==> config.mk <==
export PLATFORM = sky130hd
export DESIGN_NAME = i2c_bus_message_sniffer_top
export DESIGN_NICKNAME = d
export VERILOG_FILES = /design/src/i2cs_pkg.sv /design/src/i2cs_front.sv /design/src/i2cs_evq.sv /design/src/i2cs_back.sv /design/src/i2c_bus_message_sniffer_top.sv
export SDC_FILE = /design/constraint.sdc
export NUM_CORES = 1
export LEC_CHECK = 0
export ABC_AREA = 1
export BUFFER_PORTS_ARGS = -buffer_cell sky130_fd_sc_hd__buf_2
export CAP_MARGIN = 20
export CELL_PAD_IN_SITES_DETAIL_PLACEMENT = 1
export CELL_PAD_IN_SITES_GLOBAL_PLACEMENT = 2
export CORE_MARGIN = 8
export CORE_UTILIZATION = 40
export CTS_CLUSTER_DIAMETER = 100
export DETAILED_ROUTE_END_ITERATION = 8
export PLACE_DENSITY = 0.82
export SETUP_SLACK_MARGIN = 0.05
export SYNTH_ARGS = -nofsm -noshare
export SYNTH_HDL_FRONTEND = slang
export SYNTH_HIERARCHICAL = 1
export SYNTH_SLANG_ARGS = --single-unit
==> constraint.sdc <==
create_clock -name clk -period 5.1 [get_ports clk]
set_input_delay 0.51 -clock clk [delete_from_list [all_inputs] [get_ports clk]]
set_output_delay 0.51 -clock clk [all_outputs]
set_load 0.05 [all_outputs]
==> src/i2cs_pkg.sv <==
// ----------------------------------------------------------------------------
// i2cs_pkg
// Shared types and constants for the I2C bus message sniffer: payload
// structs, bus event format, configuration register map and status groups.
// ----------------------------------------------------------------------------
`default_nettype none

package i2cs_pkg;

  localparam int MSG_DEPTH_DEF = 24;
  localparam int EVQ_DEPTH     = 4;
  localparam int EVQ_AW        = $clog2(EVQ_DEPTH);

  localparam logic [7:0] MARKER_RST      = 8'd77;
  localparam logic [7:0] ROUTE_FIRST_RST = 8'd49;
  localparam logic [7:0] ROUTE_SECOND_RST = 8'd50;

  localparam int CFG_IDX_W = 2;
  localparam logic [CFG_IDX_W-1:0] CFG_MARKER       = 2'd0;
  localparam logic [CFG_IDX_W-1:0] CFG_ROUTE_FIRST  = 2'd1;
  localparam logic [CFG_IDX_W-1:0] CFG_ROUTE_SECOND = 2'd2;

  localparam int BITS_PER_BYTE = 8;

  typedef struct packed {
    logic scl;
    logic sda;
  } in_item_t;

  typedef struct packed {
    logic [7:0] out_byte;
    logic       out_dest;
    logic       out_last;
  } out_item_t;

  typedef enum logic {
    EV_BYTE = 1'b0,
    EV_STOP = 1'b1
  } ev_kind_t;

  typedef struct packed {
    ev_kind_t   kind;
    logic [7:0] data;
  } ev_t;

  typedef struct packed {
    logic [7:0] marker_byte;
    logic [7:0] route_first_char;
    logic [7:0] route_second_char;
  } cfg_t;

  typedef struct packed {
    logic full;
    logic empty;
  } evq_status_t;

  typedef struct packed {
    logic busy;
  } back_status_t;

  typedef enum logic [1:0] {
    BK_IDLE,
    BK_READ,
    BK_EMIT
  } back_state_t;

endpackage

`default_nettype wire

==> src/i2cs_front.sv <==
// ----------------------------------------------------------------------------
// i2cs_front
// Line decoder: detects start and stop conditions, assembles bytes from SCL
// rises and pushes data-byte and stop events into the event queue.
// ----------------------------------------------------------------------------
`default_nettype none

module i2cs_front (
  input  wire                    clk,
  input  wire                    rst_n,
  input  wire                    in_valid,
  output logic                   in_ready,
  input  wire  i2cs_pkg::in_item_t in_data,
  input  wire  i2cs_pkg::evq_status_t q_status,
  output logic                   ev_push,
  output i2cs_pkg::ev_t          ev_data
);
  import i2cs_pkg::*;

  logic       prev_scl_r, prev_scl_nxt;
  logic       prev_sda_r, prev_sda_nxt;
  logic       in_frame_r, in_frame_nxt;
  logic [3:0] bit_count_r, bit_count_nxt;
  logic [7:0] shift_r, shift_nxt;
  logic       addr_done_r, addr_done_nxt;

  logic accept;
  logic scl_chg, sda_chg;

  assign in_ready = !q_status.full;
  assign accept   = in_valid && in_ready;
  assign scl_chg  = in_data.scl != prev_scl_r;
  assign sda_chg  = in_data.sda != prev_sda_r;

  always_comb begin
    prev_scl_nxt  = prev_scl_r;
    prev_sda_nxt  = prev_sda_r;
    in_frame_nxt  = in_frame_r;
    bit_count_nxt = bit_count_r;
    shift_nxt     = shift_r;
    addr_done_nxt = addr_done_r;
    ev_push       = 1'b0;
    ev_data.kind  = EV_BYTE;
    ev_data.data  = shift_r;
    if (accept) begin
      prev_scl_nxt = in_data.scl;
      prev_sda_nxt = in_data.sda;
      if (scl_chg) begin
        if (in_data.scl && in_frame_r) begin
          if (bit_count_r < 4'(BITS_PER_BYTE)) begin
            shift_nxt     = {shift_r[6:0], in_data.sda};
            bit_count_nxt = bit_count_r + 4'd1;
          end else begin
            // ACK slot: byte complete, the address byte is skipped
            ev_push       = addr_done_r;
            bit_count_nxt = 4'd0;
            shift_nxt     = 8'd0;
            addr_done_nxt = 1'b1;
          end
        end
      end else if (sda_chg && in_data.scl) begin
        bit_count_nxt = 4'd0;
        shift_nxt     = 8'd0;
        if (in_data.sda) begin
          in_frame_nxt = 1'b0;
          ev_push      = 1'b1;
          ev_data.kind = EV_STOP;
        end else begin
          in_frame_nxt  = 1'b1;
          addr_done_nxt = 1'b0;
        end
      end
    end
  end

  always_ff @(posedge clk) begin
    if (!rst_n) begin
      prev_scl_r  <= 1'b1;
      prev_sda_r  <= 1'b1;
      in_frame_r  <= 1'b0;
      bit_count_r <= 4'd0;
      shift_r     <= 8'd0;
      addr_done_r <= 1'b0;
    end else begin
      prev_scl_r  <= prev_scl_nxt;
      prev_sda_r  <= prev_sda_nxt;
      in_frame_r  <= in_frame_nxt;
      bit_count_r <= bit_count_nxt;
      shift_r     <= shift_nxt;
      addr_done_r <= addr_done_nxt;
    end
  end

endmodule

`default_nettype wire

==> src/i2cs_evq.sv <==
// ----------------------------------------------------------------------------
// i2cs_evq
// Short FIFO of bus events between the line decoder and the message engine.
// ----------------------------------------------------------------------------
`default_nettype none

module i2cs_evq (
  input  wire                     clk,
  input  wire                     rst_n,
  input  wire                     push,
  input  wire  i2cs_pkg::ev_t     push_data,
  input  wire                     pop,
  output logic                    head_valid,
  output i2cs_pkg::ev_t           head_data,
  output i2cs_pkg::evq_status_t   status
);
  import i2cs_pkg::*;

  ev_t               slot_r [EVQ_DEPTH];
  logic [EVQ_AW-1:0] wr_ptr_r, wr_ptr_nxt;
  logic [EVQ_AW-1:0] rd_ptr_r, rd_ptr_nxt;
  logic [EVQ_AW:0]   count_r, count_nxt;
  logic              do_push, do_pop;

  assign status.full  = count_r == (EVQ_AW+1)'(EVQ_DEPTH);
  assign status.empty = count_r == '0;
  assign head_valid   = !status.empty;
  assign head_data    = slot_r[rd_ptr_r];
  assign do_push      = push && !status.full;
  assign do_pop       = pop && !status.empty;

  always_comb begin
    wr_ptr_nxt = wr_ptr_r;
    rd_ptr_nxt = rd_ptr_r;
    count_nxt  = count_r;
    if (do_push) begin
      wr_ptr_nxt = (wr_ptr_r == EVQ_AW'(EVQ_DEPTH - 1)) ? '0 : wr_ptr_r + EVQ_AW'(1);
    end
    if (do_pop) begin
      rd_ptr_nxt = (rd_ptr_r == EVQ_AW'(EVQ_DEPTH - 1)) ? '0 : rd_ptr_r + EVQ_AW'(1);
    end
    if (do_push && !do_pop) begin
      count_nxt = count_r + (EVQ_AW+1)'(1);
    end else if (do_pop && !do_push) begin
      count_nxt = count_r - (EVQ_AW+1)'(1);
    end
  end

  always_ff @(posedge clk) begin
    if (do_push) begin
      slot_r[wr_ptr_r] <= push_data;
    end
    if (!rst_n) begin
      wr_ptr_r <= '0;
      rd_ptr_r <= '0;
      count_r  <= '0;
    end else begin
      wr_ptr_r <= wr_ptr_nxt;
      rd_ptr_r <= rd_ptr_nxt;
      count_r  <= count_nxt;
    end
  end

endmodule

`default_nettype wire

==> src/i2cs_back.sv <==
// ----------------------------------------------------------------------------
// i2cs_back
// Message engine: captures data bytes after the marker into the message
// store, checks the message at stop and walks the store to the output.
// ----------------------------------------------------------------------------
`default_nettype none

module i2cs_back #(
  parameter int MSG_DEPTH = i2cs_pkg::MSG_DEPTH_DEF
) (
  input  wire                      clk,
  input  wire                      rst_n,
  input  wire  i2cs_pkg::cfg_t     cfg,
  input  wire                      ev_valid,
  input  wire  i2cs_pkg::ev_t      ev_data,
  output logic                     ev_pop,
  output logic                     out_valid,
  input  wire                      out_ready,
  output i2cs_pkg::out_item_t      out_data,
  output i2cs_pkg::back_status_t   status
);
  import i2cs_pkg::*;

  localparam int AW = (MSG_DEPTH > 1) ? $clog2(MSG_DEPTH) : 1;
  localparam int LW = $clog2(MSG_DEPTH + 1);

  logic [7:0] msg_mem [MSG_DEPTH];

  back_state_t state_r, state_nxt;
  logic [LW-1:0] len_r, len_nxt;
  logic          capturing_r, capturing_nxt;
  logic          bad_r, bad_nxt;
  logic [7:0]    first_r, first_nxt;
  logic [AW-1:0] idx_r, idx_nxt;
  logic [LW-1:0] disp_len_r, disp_len_nxt;
  logic          dest_r, dest_nxt;
  logic          out_valid_r, out_valid_nxt;
  out_item_t     out_item_r;

  logic wr_en, rd_en, store_full, hit0, hit1, routed, is_last;

  assign ev_pop     = ev_valid && state_r == BK_IDLE;
  assign store_full = len_r == LW'(MSG_DEPTH);
  assign wr_en      = ev_pop && ev_data.kind == EV_BYTE && capturing_r && !store_full;
  assign hit0       = first_r == cfg.route_first_char;
  assign hit1       = first_r == cfg.route_second_char;
  assign routed     = len_r != '0 && !bad_r && (hit0 || hit1);
  assign rd_en      = state_r == BK_READ;
  assign is_last    = LW'(idx_r) + LW'(1) == disp_len_r;

  assign out_valid   = out_valid_r;
  assign out_data    = out_item_r;
  assign status.busy = state_r != BK_IDLE;

  always_comb begin
    state_nxt     = state_r;
    len_nxt       = len_r;
    capturing_nxt = capturing_r;
    bad_nxt       = bad_r;
    first_nxt     = first_r;
    idx_nxt       = idx_r;
    disp_len_nxt  = disp_len_r;
    dest_nxt      = dest_r;
    out_valid_nxt = out_valid_r;
    case (state_r)
      BK_IDLE: begin
        if (ev_pop) begin
          if (ev_data.kind == EV_BYTE) begin
            if (capturing_r) begin
              if (store_full) begin
                bad_nxt = 1'b1;
              end else begin
                len_nxt = len_r + LW'(1);
                if (len_r == '0) begin
                  first_nxt = ev_data.data;
                end
                if (ev_data.data == 8'd0) begin
                  bad_nxt = 1'b1;
                end
              end
            end
            if (ev_data.data == cfg.marker_byte) begin
              capturing_nxt = 1'b1;
            end
          end else begin
            // stop: hand a routed message to the dispatch walk, clear capture
            if (routed) begin
              state_nxt    = BK_READ;
              idx_nxt      = '0;
              disp_len_nxt = len_r;
              dest_nxt     = !hit0;
            end
            len_nxt       = '0;
            capturing_nxt = 1'b0;
            bad_nxt       = 1'b0;
          end
        end
      end
      BK_READ: begin
        out_valid_nxt = 1'b1;
        state_nxt     = BK_EMIT;
      end
      BK_EMIT: begin
        if (out_ready) begin
          out_valid_nxt = 1'b0;
          if (out_item_r.out_last) begin
            state_nxt = BK_IDLE;
          end else begin
            idx_nxt   = idx_r + AW'(1);
            state_nxt = BK_READ;
          end
        end
      end
      default: begin
        state_nxt = BK_IDLE;
      end
    endcase
  end

  always_ff @(posedge clk) begin
    if (wr_en) begin
      msg_mem[len_r[AW-1:0]] <= ev_data.data;
    end
    if (rd_en) begin
      out_item_r.out_byte <= msg_mem[idx_r];
      out_item_r.out_dest <= dest_r;
      out_item_r.out_last <= is_last;
    end
  end

  always_ff @(posedge clk) begin
    if (!rst_n) begin
      state_r     <= BK_IDLE;
      len_r       <= '0;
      capturing_r <= 1'b0;
      bad_r       <= 1'b0;
      out_valid_r <= 1'b0;
    end else begin
      state_r     <= state_nxt;
      len_r       <= len_nxt;
      capturing_r <= capturing_nxt;
      bad_r       <= bad_nxt;
      out_valid_r <= out_valid_nxt;
    end
    first_r    <= first_nxt;
    idx_r      <= idx_nxt;
    disp_len_r <= disp_len_nxt;
    dest_r     <= dest_nxt;
  end

endmodule

`default_nettype wire

==> src/i2c_bus_message_sniffer_top.sv <==
// ----------------------------------------------------------------------------
// i2c_bus_message_sniffer_top
// Passive I2C monitor that collects marked messages and dispatches them by
// their leading routing character.
// ----------------------------------------------------------------------------
// Each accepted item is one sample of the SCL and SDA lines; a sample is taken
// whenever the four-entry event queue between the line decoder and the
// message engine has room. Only completed data bytes and stop conditions
// enter the queue. A stop that dispatches a message keeps the message
// engine busy until its final byte is taken, since each byte is one
// registered read of the message store followed by a hold in the output
// register until it is taken; the decoder keeps sampling meanwhile until
// the queue fills. The message store has no reset: only entries written
// in the current message are ever read.
`default_nettype none

module i2c_bus_message_sniffer_top #(
  parameter int MSG_DEPTH = i2cs_pkg::MSG_DEPTH_DEF
) (
  input  wire                                 clk,
  input  wire                                 rst_n,
  input  wire                                 in_valid,
  output logic                                in_ready,
  input  wire  i2cs_pkg::in_item_t            in_data,
  output logic                                out_valid,
  input  wire                                 out_ready,
  output i2cs_pkg::out_item_t                 out_data,
  input  wire                                 cfg_we,
  input  wire  [i2cs_pkg::CFG_IDX_W-1:0]      cfg_index,
  input  wire  [7:0]                          cfg_wdata
);
  import i2cs_pkg::*;

  cfg_t         cfg_r, cfg_nxt;
  evq_status_t  q_status;
  back_status_t bk_status;
  logic         ev_push, ev_pop, ev_valid;
  ev_t          ev_in, ev_head;

  always_comb begin
    cfg_nxt = cfg_r;
    if (cfg_we) begin
      case (cfg_index)
        CFG_MARKER:       cfg_nxt.marker_byte       = cfg_wdata;
        CFG_ROUTE_FIRST:  cfg_nxt.route_first_char  = cfg_wdata;
        CFG_ROUTE_SECOND: cfg_nxt.route_second_char = cfg_wdata;
        default:          cfg_nxt = cfg_r;
      endcase
    end
  end

  always_ff @(posedge clk) begin
    if (!rst_n) begin
      cfg_r.marker_byte       <= MARKER_RST;
      cfg_r.route_first_char  <= ROUTE_FIRST_RST;
      cfg_r.route_second_char <= ROUTE_SECOND_RST;
    end else begin
      cfg_r <= cfg_nxt;
    end
  end

  i2cs_front u_front (
    .clk      (clk),
    .rst_n    (rst_n),
    .in_valid (in_valid),
    .in_ready (in_ready),
    .in_data  (in_data),
    .q_status (q_status),
    .ev_push  (ev_push),
    .ev_data  (ev_in)
  );

  i2cs_evq u_evq (
    .clk        (clk),
    .rst_n      (rst_n),
    .push       (ev_push),
    .push_data  (ev_in),
    .pop        (ev_pop),
    .head_valid (ev_valid),
    .head_data  (ev_head),
    .status     (q_status)
  );

  i2cs_back #(
    .MSG_DEPTH (MSG_DEPTH)
  ) u_back (
    .clk       (clk),
    .rst_n     (rst_n),
    .cfg       (cfg_r),
    .ev_valid  (ev_valid),
    .ev_data   (ev_head),
    .ev_pop    (ev_pop),
    .out_valid (out_valid),
    .out_ready (out_ready),
    .out_data  (out_data),
    .status    (bk_status)
  );

  // results appear only during a dispatch walk
  a_out_in_dispatch: assert property (@(posedge clk) disable iff (!rst_n)
    out_valid |-> bk_status.busy)
    else $error("result shown outside a dispatch");

  // the final byte taken ends the walk
  a_last_ends_walk: assert property (@(posedge clk) disable iff (!rst_n)
    (out_valid && out_ready && out_data.out_last) |=> !bk_status.busy)
    else $error("dispatch continued past the final byte");

  // no events are taken from the queue while a message is being walked
  a_no_pop_busy: assert property (@(posedge clk) disable iff (!rst_n)
    bk_status.busy |-> !ev_pop)
    else $error("event consumed during dispatch");

  a_queue_sane: assert property (@(posedge clk) disable iff (!rst_n)
    !(q_status.full && q_status.empty))
    else $error("event queue both full and empty");

endmodule

`default_nettype wire

== Word level (Yosys, flattened, before mapping) ==
Memories as Yosys holds them, arrays and structs flattened. A register that Yosys moved wholly into a read port is not among the register bits.
Index checks and enable logic that the tools add are counted.
Word-level totals
  register bits: 78
  memory bits (writable): 228
  word-level logic and storage cells: 162
  memories kept: 2
Operators by class
  $add $sub $neg: 7
  $lt $le $gt $ge: 1
  equal/unequal tests: 23
  multiplexer cells: 55
  bitwise operators: 3
  reduce and logical (&&, ||, !) cells: 48
Memories
  u_back.msg_mem: depth 24, width 8, rd ports 1, clocked after Yosys merged registers in 1, write ports 1, line i2cs_back.sv:27  | logic [7:0] msg_mem [MSG_DEPTH];
  u_evq.slot_r: depth 4, width 9, rd ports 1, clocked after Yosys merged registers in 1, write ports 1, line i2cs_evq.sv:19  | ev_t slot_r [EVQ_DEPTH];
Operator list (count)
  two-way mux 5 bit: 8
  two-way mux 8 bit: 4
  two-way mux 1 bit: 26
  == test 8 bit: 3
  two-way mux 2 bit: 8
  two-way mux 4 bit: 4
  AND reduction 4 bit: 4
  logical AND 1 bit: 13
  AND reduction 6 bit: 2
  nonzero test 2 bit: 6
  adder 5 x 1 -> 5 bit (second input constant): 2
  inequality test 2 x 1 -> 1 bit (second input constant): 5
  case mux 5 bit (2 select lines): 1
  AND reduction 3 bit: 3
  == test 2 bit (second input constant): 4
  logical NOT 8 bit: 1
  inequality test 2 bit (second input constant): 4
  AND reduction 2 bit: 4
  logical NOT 1 bit: 7
  two-way mux 3 bit: 2
  case mux 2 bit (3 select lines): 1
  == test 5 bit: 1
  == test 5 bit (second input constant): 1
  logical NOT 5 bit: 1
  16 further kinds: 22

== Longest topological paths before layout ==
Gate-level depths: netlist (run 1).
  word-level depth: 10
  gate-level depth with buffers: 20

== By module ==
The synthesis (run 1) kept the hierarchy.
By module, submodules not included
  i2cs_back: instances 1, cells each 823, area an instance 9736.8 um2
  i2cs_evq: instances 1, cells each 158, area an instance 1890.6 um2
  i2c_bus_message_sniffer_top: instances 1, cells each 137, area an instance 1002.2 um2
  i2cs_front: instances 1, cells each 100, area an instance 773.2 um2

== Worst setup path after synthesis (run 1) ==
No wires, ideal clock.
  path kind: register to register
  start: register u_evq.count_r[1]
  end: register u_evq.count_r[2]
  library setup time: 0.110 ns
  arrival time: 2.517 ns
  data required time: 4.990 ns
  setup slack: 2.473 ns
  cell stages (with the launch flop): 21
  clock period less this slack: 2.627 ns
  path through: dfxtp_1 -> nor2_4 -> nand2_2 -> inv_1 -> inv_2 -> nand2_2 -> nor2_4 -> nand2_2 -> nor2_1 -> a31o_2 -> nand2_4 -> inv_1 -> ha_1 -> inv_1 -> fa_1 -> inv_1 -> nand2_1 -> nand3_1 -> nand2_1 -> inv_1 -> nor2_1
RTL lines
  start: declaration: line i2cs_evq.sv:22  | logic [EVQ_AW:0] count_r, count_nxt;
  start signal: assignment: line i2cs_evq.sv:60  | count_r <= count_nxt;

==> summary.log, run 1 <==
[clocking] clock-pin slew reported for the worst setup and hold paths after clock tree synthesis 0.06 ns
[global_route] initial antenna violation count 0
[run_status] status finished clean
[clocking] clock latency at the later pin of the worst-skew pair 0.52 ns
[placement] dpl cell area 13900 sq um
[critical_path] endpoint class of the critical path flip-flop
[clocking] Bufs on Longest Clock Path 3
[power_and_ir_drop] Cell Pwr Density 416 nW/um^2
[critical_path] path depth of the worst reg2reg path 20
[cells_and_area] Multi-input gate area 3790 sq um
[cells_and_area] Final Net Count 1274
[clocking] Post-CTS Hold Buffers 0
[global_route] global-route usage over all layers 17.2%
[detailed_routing] total vias in the final route 8846
[floorplanning] Total Die Area 39600 sq um
[clocking] root cell of the clock tree sky130_fd_sc_hd__clkbuf_16
[global_route] Most Crowded Layer GR met2
[clocking] Gates resized, CTS repair 0
[timing] shortest period the worst path allows 2.79 ns
[global_route] met3 track demand over resource 2.47%
[detailed_routing] Total Routed Length 33.6 mm
[cells_and_area] most common cell after layout, fill and taps aside sky130_fd_sc_hd__edfxtp_1
[cells_and_area] final-layout fill cell count 3637
[synth] average size of a mapped cell 11.0 sq um
[detailed_routing] Routed wire per std cell 19.6 um
[cells_and_area] share of final-layout standard cells stronger than drive strength 1 11.4%
[global_route] global routing usage on met2 29.2%
[floorplanning] effective utilization at floorplan 40.3%
[synth] synthesis warning total 6
[power_and_ir_drop] combinational cell fraction of total power 11.1%
[global_route] met1 usage 22.5%
[floorplanning] placeable core region 33300 sq um
[critical_path] critical path data arrival time 3.20 ns
[timing] Slew @ Worst Pin 1.00 ns
[detailed_routing] count of nets left with antenna violations after detail routing 0
[floorplanning] I/O pin total 29
[power_and_ir_drop] largest vdd supply drop 200 uV
[floorplanning] row count 67
[power_and_ir_drop] net switching share of the total power 25.3%
[cells_and_area] top library cells by usage in the layout, fill and taps aside sky130_fd_sc_hd__edfxtp_1 (257), sky130_fd_sc_hd__nor2_1 (247), sky130_fd_sc_hd__nand2_1 (137), sky130_fd_sc_hd__o21ai_0 (124), sky130_fd_sc_hd__inv_1 (87)
[global_route] largest net degree at the start of global routing 101
[cells_and_area] non-filler instance count after layout 1715
[timing] final hold violations 0
[clocking] Max H-tree Level 2
[critical_path] last element of the critical path u_evq/count_r[2]
[power_and_ir_drop] switching power of the nets 0.00157 W
[power_and_ir_drop] Int Pwr 0.00465 W
[timing] number of failing setup endpoints in the final timing report 0
[floorplanning] height of the die 199 um
[flow_run] MaxCap Viol Count 0
[cells_and_area] diode insertion count for antenna repair 0
[timing] crit share post-route 54.7%
[floorplanning] Die W 199 um
[detailed_routing] routed vias/inst 5.16
[critical_path] endpoint of the worst-slack reg-to-reg timing path u_evq/count_r[2]
[cells_and_area] Finished Core Util 45.0%
[global_route] remaining global-route overflow 0
[synth] Net Count, Synth 1247
[critical_path] startpoint of the worst-slack reg-to-reg timing path u_evq/count_r[1]
[placement] post-detail-place hpwl 21.8 mm
[timing] Max transition margin 33.3%
[power_and_ir_drop] overall power 0.00622 W
[clocking] number of buffers inserted during clock tree synthesis 35
[timing] setup repair after global routing missed its margin false
[placement] number of buffers inserted by port buffering 28
[synth] Mapped Cells 1217
[global_route] wire length of the first global-routing pass 53.0 mm
[placement] total instance count after detailed placement 1655
[critical_path] top fanout value on the critical path 7
[cells_and_area] Area Overhead vs Synth 11.8%
[clocking] TritonCTS clock tree yes
[critical_path] worst path required time 5.51 ns
[power_and_ir_drop] LEAKAGE 5.48 nW
[placement] RePlAce Congestion 0.826
[cells_and_area] area of all sequential standard cells 8900 sq um
[timing] accumulated negative setup slack 0 ns
[clocking] setup repair bufs after CTS 0
[timing] maximum achievable frequency 359 MHz
[critical_path] CP startpoint kind flip-flop
[critical_path] start point of the critical path u_evq/count_r[1]
[cells_and_area] Final Instance Area 15000 sq um
[timing] setup skew after layout 0.0219 ns
[power_and_ir_drop] Sequential Power Share 49.2%
[detailed_routing] 1st-iter DRT viols 502
[detailed_routing] first drt pass iteration count 5
[synth] area of the mapped netlist 13400 sq um
[power_and_ir_drop] clock network fraction of design power 39.7%
[critical_path] internal reg-to-reg setup slack 2.31 ns
[detailed_routing] # DRC 0
[min_path] worst hold path class in -> reg
[global_route] vias in the first global route 9277
[clocking] sinks on the clock net 316
[timing] Max Slew Vio Count 0
[critical_path] start-to-end type of the worst setup path reg -> reg
through the flow:
stage                     worst slack, ns  hold WS, ns
after floorplan                      2.47        0.400
after global placement               2.43        0.441
after detailed placement             2.31        0.428
after CTS                            2.29        0.161
after global routing                 2.01        0.178
final                                2.31        0.186
final cells by class:
class / count / share of cell area, %
Multi-Input combinational cell: 754 / 25.3
Inverter: 95 / 2.46
Timing Repair Buffer: 42 / 1.64
Sequential cell: 316 / 59.4
Tap cell: 448 / 3.74
Clock inverter: 15 / 1.01
Clock buffer: 45 / 6.45
state kept, by name, summed over array words and instances, names as in the netlist, 5 cells and up, named ones only:
| register | cells |
|---|---|
| u_back/msg_mem | 192 |
| u_evq/slot_r | 36 |
| cfg_r | 24 |
| u_back/out_data | 10 |
| u_back/first_r | 8 |
| u_front/shift_r | 8 |
| u_back/disp_len_r | 5 |
| u_back/idx_r | 5 |
| u_back/len_r | 5 |
worst min-delay path by stage:
| stage | cells after the start | from | end | slack [ns] |
|---|---|---|---|---|
| 2_1_floorplan | 0 | u_back/dest_r | u_back/out_data[1] | 0.40 |
| 3_5_place_dp | 0 | u_back/dest_r | u_back/out_data[1] | 0.43 |
| 3_3_place_gp | 0 | u_back/dest_r | u_back/out_data[1] | 0.44 |
| 4_1_cts | 2 | out_ready | u_back/out_valid | 0.16 |
| 5_1_grt | 2 | out_ready | u_back/out_valid | 0.18 |
| 6_report | 2 | out_ready | u_back/out_valid | 0.19 |
power groups by stage:
| stage | Clock [W] | Sequential (W) | Combinational, W |
|---|---|---|---|
| floorplan | 0 | 0.00310 | 0.000400 |
| global placement | 0 | 0.00311 | 0.000678 |
| detailed placement | 0 | 0.00312 | 0.000706 |
| CTS | 0.00254 | 0.00306 | 0.000710 |
| global route | 0.00262 | 0.00307 | 0.000766 |
| finish | 0.00247 | 0.00306 | 0.000691 |
metal layers:
layer | wire [um] | share of wire, % | vias to the layer above
met5 | 0 | 0 | -
met4 | 761 | 2.3 | 0
met3 | 1430 | 4.3 | 55
met2 | 16300 | 48 | 203
met1 | 15100 | 45 | 4331
li1 | - | - | 4257
worst max-delay path, cell delays in order, from the launching register on:
cell,delay [ns]
sky130_fd_sc_hd__dfxtp_1,0.43
sky130_fd_sc_hd__nor2_4,0.08
sky130_fd_sc_hd__nand2_2,0.11
sky130_fd_sc_hd__inv_1,0.07
sky130_fd_sc_hd__inv_2,0.06
sky130_fd_sc_hd__nand2_2,0.10
sky130_fd_sc_hd__nor2_4,0.11
sky130_fd_sc_hd__nand2_2,0.08
sky130_fd_sc_hd__nor2_1,0.31
sky130_fd_sc_hd__a31o_2,0.23
sky130_fd_sc_hd__nand2_4,0.08
sky130_fd_sc_hd__inv_1,0.06
sky130_fd_sc_hd__ha_1,0.17
sky130_fd_sc_hd__inv_1,0.07
sky130_fd_sc_hd__fa_1,0.39
sky130_fd_sc_hd__inv_1,0.07
sky130_fd_sc_hd__nand2_1,0.06
sky130_fd_sc_hd__nand3_1,0.07
sky130_fd_sc_hd__nand2_1,0.05
sky130_fd_sc_hd__inv_1,0.05
sky130_fd_sc_hd__nor2_1,0.04
No activity file was read; power rests on OpenSTA's default activity.
==> run 2: changes to the inputs <==
--- a/config.mk
+++ b/config.mk
@@ -11,7 +11,7 @@
 export CELL_PAD_IN_SITES_DETAIL_PLACEMENT = 1
 export CELL_PAD_IN_SITES_GLOBAL_PLACEMENT = 2
 export CORE_MARGIN = 8
-export CORE_UTILIZATION = 40
+export CORE_UTILIZATION = 38
 export CTS_CLUSTER_DIAMETER = 100
 export DETAILED_ROUTE_END_ITERATION = 8
 export PLACE_DENSITY = 0.82
==> constraint.sdc (replaced) <==
create_clock -name clk -period 2.2 [get_ports clk]
set_input_delay 0.22 -clock clk [delete_from_list [all_inputs] [get_ports clk]]
set_output_delay 0.22 -clock clk [all_outputs]
set_load 0.05 [all_outputs]
==> summary.log, run 2 (same netlist as run 1, synthesis figures left out) <==
[detailed_routing] # DRC 0 [unchanged]
[detailed_routing] Total Routed Length 34.4 mm [+2.3%]
[timing] final hold violations 0 [unchanged]
[floorplanning] placeable core region 34600 sq um [+4.0%]
[global_route] remaining global-route overflow 0 [unchanged]
[flow_run] MaxCap Viol Count 0 [unchanged]
[min_path] hold path startpoint cfg_wdata[3]
[timing] Worst Hold Margin 0.0107 ns [-0.175 ns]
[detailed_routing] count of nets left with antenna violations after detail routing 0 [unchanged]
[global_route] largest net degree at the start of global routing 45 [-55%]
[power_and_ir_drop] largest vdd supply drop 424 uV [+110%]
[power_and_ir_drop] LEAKAGE 5.91 nW [+7.8%]
[detailed_routing] 1st-iter DRT viols 473 [-5.8%]
[timing] number of failing setup endpoints in the final timing report 0 [unchanged]
[cells_and_area] Finished Core Util 45.4% [+0.37 points]
[timing] setup skew after layout 0.0168 ns [-0.00510 ns]
[clocking] number of buffers inserted during clock tree synthesis 35 [unchanged]
[timing] Max Slew Vio Count 0 [unchanged]
[critical_path] start point of the critical path u_evq/count_r[0]
[clocking] sinks on the clock net 316 [unchanged]
[timing] maximum achievable frequency 474 MHz [+32%]
[cells_and_area] diode insertion count for antenna repair 0 [unchanged]
[timing] crit share post-route 95.8% [+41 points]
[placement] Place WS 0.0317 ns [-2.27 ns]
[cells_and_area] most common cell after layout, fill and taps aside sky130_fd_sc_hd__edfxtp_1
[floorplanning] Die W 204 um [+2.4%]
[placement] post-detail-place hpwl 22.3 mm [+2.1%]
[clocking] TritonCTS clock tree yes
[cells_and_area] top library cells by usage in the layout, fill and taps aside sky130_fd_sc_hd__edfxtp_1 (257), sky130_fd_sc_hd__nor2_1 (246), sky130_fd_sc_hd__nand2_1 (135), sky130_fd_sc_hd__o21ai_0 (123), sky130_fd_sc_hd__buf_4 (84)
[clocking] clock latency at the later pin of the worst-skew pair 0.52 ns [about the same]
[timing] shortest period the worst path allows 2.11 ns [-0.680 ns]
[critical_path] worst path required time 2.60 ns [-2.91 ns]
[critical_path] top fanout value on the critical path 3 [-4]
[detailed_routing] routed vias/inst 5.11 [-1.0%]
[global_route] vias in the first global route 9670 [+4.2%]
[power_and_ir_drop] Cell Pwr Density 917 nW/um^2 [+120%]
[floorplanning] height of the die 204 um [+2.4%]
[detailed_routing] first drt pass iteration count 4 [-1]
[clocking] root cell of the clock tree sky130_fd_sc_hd__clkbuf_16
[floorplanning] Total Die Area 41500 sq um [+4.8%]
[floorplanning] row count 68 [+1.5%]
[floorplanning] effective utilization at floorplan 38.7% [-1.6 points]
[run_status] status finished clean
[clocking] Max H-tree Level 2 [unchanged]
[cells_and_area] Area Overhead vs Synth 17.3%
[cells_and_area] flip-flop count of the largest register, all copies and words added 192 [unchanged]
[critical_path] internal reg-to-reg setup slack 0.09 ns [-2.22 ns]
[placement] number of buffers inserted by port buffering 28 [unchanged]
[floorplanning] I/O pin total 29 [unchanged]
[critical_path] CP startpoint kind flip-flop
[global_route] wire length of the first global-routing pass 53.7 mm [+1.3%]
[cells_and_area] Final Net Count 1355 [+6.4%]
[timing] Max transition margin 55.1% [+22 points]
[critical_path] critical path data arrival time 2.51 ns [-0.69 ns]
[detailed_routing] total vias in the final route 9221 [+4.2%]
[clocking] clock-pin slew reported for the worst setup and hold paths after clock tree synthesis 0.06 ns [about the same]
[critical_path] endpoint class of the critical path flip-flop
[global_route] initial antenna violation count 0 [unchanged]
[global_route] global-route usage over all layers 16.5% [-0.73 points]
[cells_and_area] share of final-layout standard cells stronger than drive strength 1 17.2% [+5.9 points]
[timing] setup repair after global routing missed its margin true
[critical_path] start-to-end type of the worst setup path reg -> reg
[critical_path] startpoint of the worst-slack reg-to-reg timing path u_evq/count_r[0]
[clocking] Bufs on Longest Clock Path 3 [unchanged]
[timing] final critical-path setup slack 0.0923 ns [-2.22 ns]
[min_path] worst hold path class in -> reg
[detailed_routing] Routed wire per std cell 19.0 um [-2.9%]
[placement] RePlAce Congestion 0.777 [-6.0%]
[timing] Slew @ Worst Pin 0.674 ns [-0.326 ns]
-- run 2: changes by cell type in the layout (fill, tap and decap cells not counted), moves of 2 or more --
cell | previous run | this run
sky130_fd_sc_hd__clkinv_1 | 7 | 3
sky130_fd_sc_hd__inv_1 | 87 | 83
sky130_fd_sc_hd__inv_4 | 1 | 3
sky130_fd_sc_hd__bufinv_16 | 3 | 1
sky130_fd_sc_hd__dfxtp_4 | 0 | 2
sky130_fd_sc_hd__nand2_1 | 137 | 135
sky130_fd_sc_hd__dfxtp_1 | 59 | 56
sky130_fd_sc_hd__nand2_4 | 4 | 6
sky130_fd_sc_hd__buf_4 | 14 | 84
sky130_fd_sc_hd__buf_12 | 0 | 4
sky130_fd_sc_hd__clkinv_2 | 4 | 7
sky130_fd_sc_hd__clkbuf_1 | 7 | 13
sky130_fd_sc_hd__dlygate4sd3_1 | 0 | 7
-- run 2: repair_timing --
item | 4_1_cts | 5_1_grt
endpoints found under the hold margin | 9 | 0
pin swaps | 3 | 9
hold buffers | 7 | 0
setup endpoints to repair | 2 | 130
setup buffers | 4 | 8
resized for setup | 2 | 6
-- run 2: final timing paths --
check | cells after the start | to
hold / removal | 3 | cfg_r[3]
setup reg to reg | 16 | u_evq/count_r[1]
setup / recovery | 16 | u_evq/count_r[1]
hold reg to reg | 0 | u_back/out_data[1]
-- run 2: per-stage QoR --
step / cells / area [sq um] / setup TNS (ns) / total power, W
floorplan: 1217 / 13500 / -0.00654 / 0.00817
global placement: 1724 / 14500 / 0 / 0.00888
detailed placement: 1724 / 14500 / 0 / 0.00896
CTS: 1798 / 15600 / 0 / 0.0146
global route: 1806 / 15700 / -0.0268 / 0.0149
finish: 1806 / 15700 / 0 / 0.0144
-- run 2: critical path, stage by stage, from the launching register on --
cell,delay [ns]
sky130_fd_sc_hd__dfxtp_4,0.35
sky130_fd_sc_hd__nor2_4,0.13
sky130_fd_sc_hd__nand2_4,0.07
sky130_fd_sc_hd__inv_4,0.08
sky130_fd_sc_hd__inv_8,0.04
sky130_fd_sc_hd__nand2_8,0.06
sky130_fd_sc_hd__nor2_4,0.05
sky130_fd_sc_hd__nand2_4,0.07
sky130_fd_sc_hd__nor2_4,0.04
sky130_fd_sc_hd__a31o_4,0.22
sky130_fd_sc_hd__nand2_4,0.06
sky130_fd_sc_hd__inv_2,0.04
sky130_fd_sc_hd__ha_4,0.16
sky130_fd_sc_hd__inv_4,0.06
sky130_fd_sc_hd__fa_2,0.42
sky130_fd_sc_hd__o21ai_1,0.12
sky130_fd_sc_hd__nor2_1,0.06
-- run 2: layout make-up --
cell class | instances | area, sq um
clock buffer | 51 | 977
clock inverter | 12 | 96.3
fill | 3777 | 18900
inverter | 95 | 380
multi-input combinational | 754 | 3860
sequential | 316 | 8910
tap | 455 | 569
timing repair buffer | 123 | 921
-- run 2: power by group --
| part | internal, W | total, W | switching [W] |
|---|---|---|---|
| Sequential | 0.00697 | 0.00707 | 0.0000978 |
| Combinational | 0.000515 | 0.00182 | 0.00131 |
| Clock | 0.00321 | 0.00552 | 0.00231 |
-- run 2: routing by layer --
| metal | global-route usage (%) | wire, um | vias to the layer above |
|---|---|---|---|
| met5 | 0 | 0 | - |
| met2 | 29.1 | 17500 | 163 |
| li1 | - | - | 4421 |
| met4 | 5.49 | 875 | 0 |
| met1 | 20.0 | 14600 | 4570 |
| met3 | 3.03 | 1400 | 67 |
==> run 3: changes to the inputs <==
--- a/config.mk
+++ b/config.mk
@@ -11,12 +11,11 @@
 export CELL_PAD_IN_SITES_DETAIL_PLACEMENT = 1
 export CELL_PAD_IN_SITES_GLOBAL_PLACEMENT = 2
 export CORE_MARGIN = 8
-export CORE_UTILIZATION = 38
+export CORE_UTILIZATION = 39
 export CTS_CLUSTER_DIAMETER = 100
 export DETAILED_ROUTE_END_ITERATION = 8
-export PLACE_DENSITY = 0.82
+export PLACE_DENSITY = 0.83
 export SETUP_SLACK_MARGIN = 0.05
 export SYNTH_ARGS = -nofsm -noshare
 export SYNTH_HDL_FRONTEND = slang
-export SYNTH_HIERARCHICAL = 1
 export SYNTH_SLANG_ARGS = --single-unit
==> summary.log, run 3 <==
[run_status] status finished clean
[power_and_ir_drop] Cell Pwr Density 1030 nW/um^2 [+12%]
[synth] number of distinct library cell variants in the gate-level netlist after synthesis 43
[floorplanning] Die W 198 um [-3.0%]
[timing] setup repair after global routing missed its margin true
[critical_path] endpoint of the worst-slack reg-to-reg timing path u_back.out_data[8]
[floorplanning] I/O pin total 29 [unchanged]
[critical_path] critical path data arrival time 2.40 ns [-0.11 ns]
[critical_path] endpoint class of the critical path flip-flop
[floorplanning] Total Die Area 39100 sq um [-5.9%]
[power_and_ir_drop] largest vdd supply drop 611 uV [+44%]
[clocking] root cell of the clock tree sky130_fd_sc_hd__clkbuf_16
[synth] area of the mapped netlist 12900 sq um [-3.9%]
[synth] top cells by area, synth sky130_fd_sc_hd__edfxtp_1 (60%), sky130_fd_sc_hd__dfxtp_1 (9.2%), sky130_fd_sc_hd__nor2_1 (5.8%), sky130_fd_sc_hd__o21ai_0 (4.7%), sky130_fd_sc_hd__nand2_1 (4.3%)
[synth] Mapped Cells 1116 [-8.3%]
[synth] most frequent cells after synthesis sky130_fd_sc_hd__edfxtp_1 (257), sky130_fd_sc_hd__nor2_1 (199), sky130_fd_sc_hd__nand2_1 (146), sky130_fd_sc_hd__o21ai_0 (120), sky130_fd_sc_hd__nand3_1 (68)
[global_route] largest net degree at the start of global routing 81 [+80%]
[synth] sequential share of the synthesized area 69.1%
[detailed_routing] 1st-iter DRT viols 587 [+24%]
[placement] number of buffers inserted by port buffering 28 [unchanged]
[critical_path] Slowest-stage cell, CP sky130_fd_sc_hd__edfxtp_1
[cells_and_area] Final Instance Area 15300 sq um [-2.7%]
[placement] RePlAce Congestion 0.819 [+5.4%]
[synth] synthesis warning total 0 [-6]
[clocking] Bufs on Longest Clock Path 3 [unchanged]
[placement] total instance count after detailed placement 1611 [-6.6%]
[power_and_ir_drop] LEAKAGE 5.49 nW [-7.1%]
[timing] setup skew after layout 0.0161 ns [-0.000662 ns]
[cells_and_area] top library cells by usage in the layout, fill and taps aside sky130_fd_sc_hd__edfxtp_1 (257), sky130_fd_sc_hd__nor2_1 (194), sky130_fd_sc_hd__nand2_1 (142), sky130_fd_sc_hd__o21ai_0 (120), sky130_fd_sc_hd__nand3_1 (67)
[synth] xor and xnor fraction of the mapped netlist area 1.28%
[timing] Max transition margin 63.7% [+8.7 points]
[synth] Synth Area in Adders 1.32%
[timing] shortest period the worst path allows 2.04 ns [-0.0675 ns]
[cells_and_area] non-filler instance count after layout 1687 [-6.6%]
[synth] ys flop type sky130_fd_sc_hd__edfxtp_1
[timing] Max Slew Vio Count 0 [unchanged]
[clocking] clock latency at the later pin of the worst-skew pair 0.52 ns [about the same]
[synth] dominant combinational cell family by area after synthesis simple AND/OR/NAND/NOR gates
[floorplanning] effective utilization at floorplan 39.6% [+0.88 points]
[critical_path] biggest cell delay along the critical path 0.46 ns [+0.04 ns]
[critical_path] path depth of the worst reg2reg path 6 [-10]
[critical_path] cell family with the largest share of critical-path delay buffers and inverters
[min_path] Cells on Worst Hold Path 3 [unchanged]
[cells_and_area] Final Net Count 1248 [-7.9%]
[cells_and_area] flip-flop count of the largest register, all copies and words added 192 [unchanged]
[critical_path] start-to-end type of the worst setup path reg -> reg
[detailed_routing] count of nets left with antenna violations after detail routing 0 [unchanged]
[synth] number of enable-type register cells in the synthesized netlist 257
[synth] cell type with the largest total area after synthesis sky130_fd_sc_hd__edfxtp_1
[cells_and_area] most common cell after layout, fill and taps aside sky130_fd_sc_hd__edfxtp_1
[critical_path] critical path, cell by cell inv_2, buf_4, nor2_1, o221ai_1, nand3_1, nand2_1
[synth] portion of synthesized cell area occupied by the leading cell type 59.9%
[detailed_routing] Total Routed Length 33.5 mm [-2.6%]
[min_path] worst hold path class in -> reg
[detailed_routing] # DRC 0 [unchanged]
[global_route] initial antenna violation count 0 [unchanged]
[floorplanning] row count 66 [-2.9%]
[synth] fraction of synthesis flops using an asynchronous set or reset pin 0%
[timing] accumulated negative setup slack 0 ns [unchanged]
[critical_path] internal reg-to-reg setup slack 0.16 ns [+0.07 ns]
[timing] final hold violations 0 [unchanged]
[detailed_routing] total vias in the final route 8667 [-6.0%]
[power_and_ir_drop] overall power 0.0157 W [+9.2%]
[clocking] TritonCTS clock tree yes
[min_path] hold path startpoint in_valid
[detailed_routing] Routed wire per std cell 19.9 um [+4.3%]
[timing] crit share post-route 92.7% [-3.1 points]
[clocking] number of buffers inserted during clock tree synthesis 36 [+2.9%]
[cells_and_area] diode insertion count for antenna repair 0 [unchanged]
[critical_path] worst path required time 2.56 ns [-0.04 ns]
[clocking] sinks on the clock net 316 [unchanged]
[global_route] remaining global-route overflow 0 [unchanged]
[timing] Slew @ Worst Pin 0.544 ns [-0.130 ns]
[critical_path] Buf+Inv Stages, Crit Path 2 [-2]
[global_route] wire length of the first global-routing pass 52.7 mm [-1.8%]
[floorplanning] height of the die 198 um [-3.0%]
[floorplanning] placeable core region 32500 sq um [-6.0%]
[synth] Post-Synth Simple-Gate Area 14.6%
[flow_run] MaxCap Viol Count 0 [unchanged]
[placement] post-detail-place hpwl 22.2 mm [-0.47%]
[synth] flop and latch count out of synthesis 316
[clocking] clock-pin slew reported for the worst setup and hold paths after clock tree synthesis 0.06 ns [about the same]
[min_path] Worst Hold End u_front.prev_sda_r
[synth] proportion of synthesized area in mux cells 0%
[synth] synthesized-area fraction occupied by ao, oa, aoi and oai cells 10.0%
[synth] leading cell type by number of instances after synthesis sky130_fd_sc_hd__edfxtp_1
[placement] dpl cell area 14000 sq um [-3.1%]
[critical_path] startpoint of the worst-slack reg-to-reg timing path u_back.idx_r[0]
[timing] number of failing setup endpoints in the final timing report 0 [unchanged]
[clocking] Max H-tree Level 2 [unchanged]
[critical_path] top fanout value on the critical path 32 [+29]
[synth] average size of a mapped cell 11.5 sq um [+4.8%]
[detailed_routing] routed vias/inst 5.14 [+0.62%]
[detailed_routing] first drt pass iteration count 5 [+1]
[global_route] global-route usage over all layers 17.2% [+0.76 points]
[synth] Net Count, Synth 1146 [-8.1%]
[critical_path] CP startpoint kind flip-flop
[timing] maximum achievable frequency 490 MHz [+3.3%]
[cells_and_area] share of final-layout standard cells stronger than drive strength 1 16.0% [-1.3 points]
[global_route] vias in the first global route 9306 [-3.8%]
[cells_and_area] Area Overhead vs Synth 18.7%
-- run 3: kinds of logic after synthesis --
kind of cell    count (synthesis)
compound gates                211
xor+xnor                       18
fa+ha+maj                      13
buf+inv                       109
flops                         316
simple gates                  449
-- run 3: repair_timing --
action | in CTS | in global routing
setup buffers | 0 | 2
hold buffers | 9 | 0
gates resized for setup | 2 | 17
hold endpoints to repair | 13 | 0
setup endpoints to repair | 1 | 178
pin swaps | 2 | 6
-- run 3: worst max path at each step --
stage | from | to | depth (start not counted)
after floorplan | u_evq.count_r[1] | u_evq.count_r[2] | 16
after global placement | u_evq.count_r[1] | u_evq.count_r[2] | 16
after detailed placement | u_evq.count_r[1] | u_evq.count_r[2] | 16
after CTS | u_front.prev_sda_r | u_evq.count_r[2] | 15
after global routing | u_evq.count_r[0] | u_evq.count_r[2] | 16
final | u_back.idx_r[0] | u_back.out_data[8] | 6
-- run 3: worst reg2reg max path, stage by stage (launching register included) --
cell and delay (ns):
sky130_fd_sc_hd__edfxtp_1 0.46, sky130_fd_sc_hd__inv_2 0.31, sky130_fd_sc_hd__buf_4 0.40, sky130_fd_sc_hd__nor2_1 0.09, sky130_fd_sc_hd__o221ai_1 0.34, sky130_fd_sc_hd__nand3_1 0.14, sky130_fd_sc_hd__nand2_1 0.14
-- run 3: layout make-up --
| type | count | area, sq um |
|---|---|---|
| fill | 3501 | 17300 |
| sequential | 316 | 8900 |
| multi-input combinational | 691 | 3560 |
| clock buffer | 47 | 973 |
| timing repair buffer | 112 | 917 |
| tap | 442 | 553 |
| inverter | 61 | 234 |
| clock inverter | 18 | 140 |
-- run 3: power breakdown --
group	switching (W)	total, W	internal [W]
clock network	0.00234	0.00570	0.00336
registers	0.000132	0.00740	0.00727
logic	0.00187	0.00264	0.000775
-- run 3: through the flow --
stage	setup WS [ns]	hold WS, ns	util (%)
finish	0.160	0.0351	47.0
global route	0.0303	0.0388	47.0
CTS	0.0642	0.0260	46.8
detailed placement	0.00164	0.412	43.1
global placement	0.0690	0.419	43.1
floorplan	0.0510	0.320	-
-- run 3: layer usage --
layer | vias to the layer above | routed length, um | GRT usage, %
met5 | - | 0 | 0
met4 | 0 | 888 | 5.56
met3 | 55 | 1140 | 2.48
met2 | 172 | 16900 | 30.4
met1 | 4263 | 14600 | 21.6
li1 | 4177 | - | -
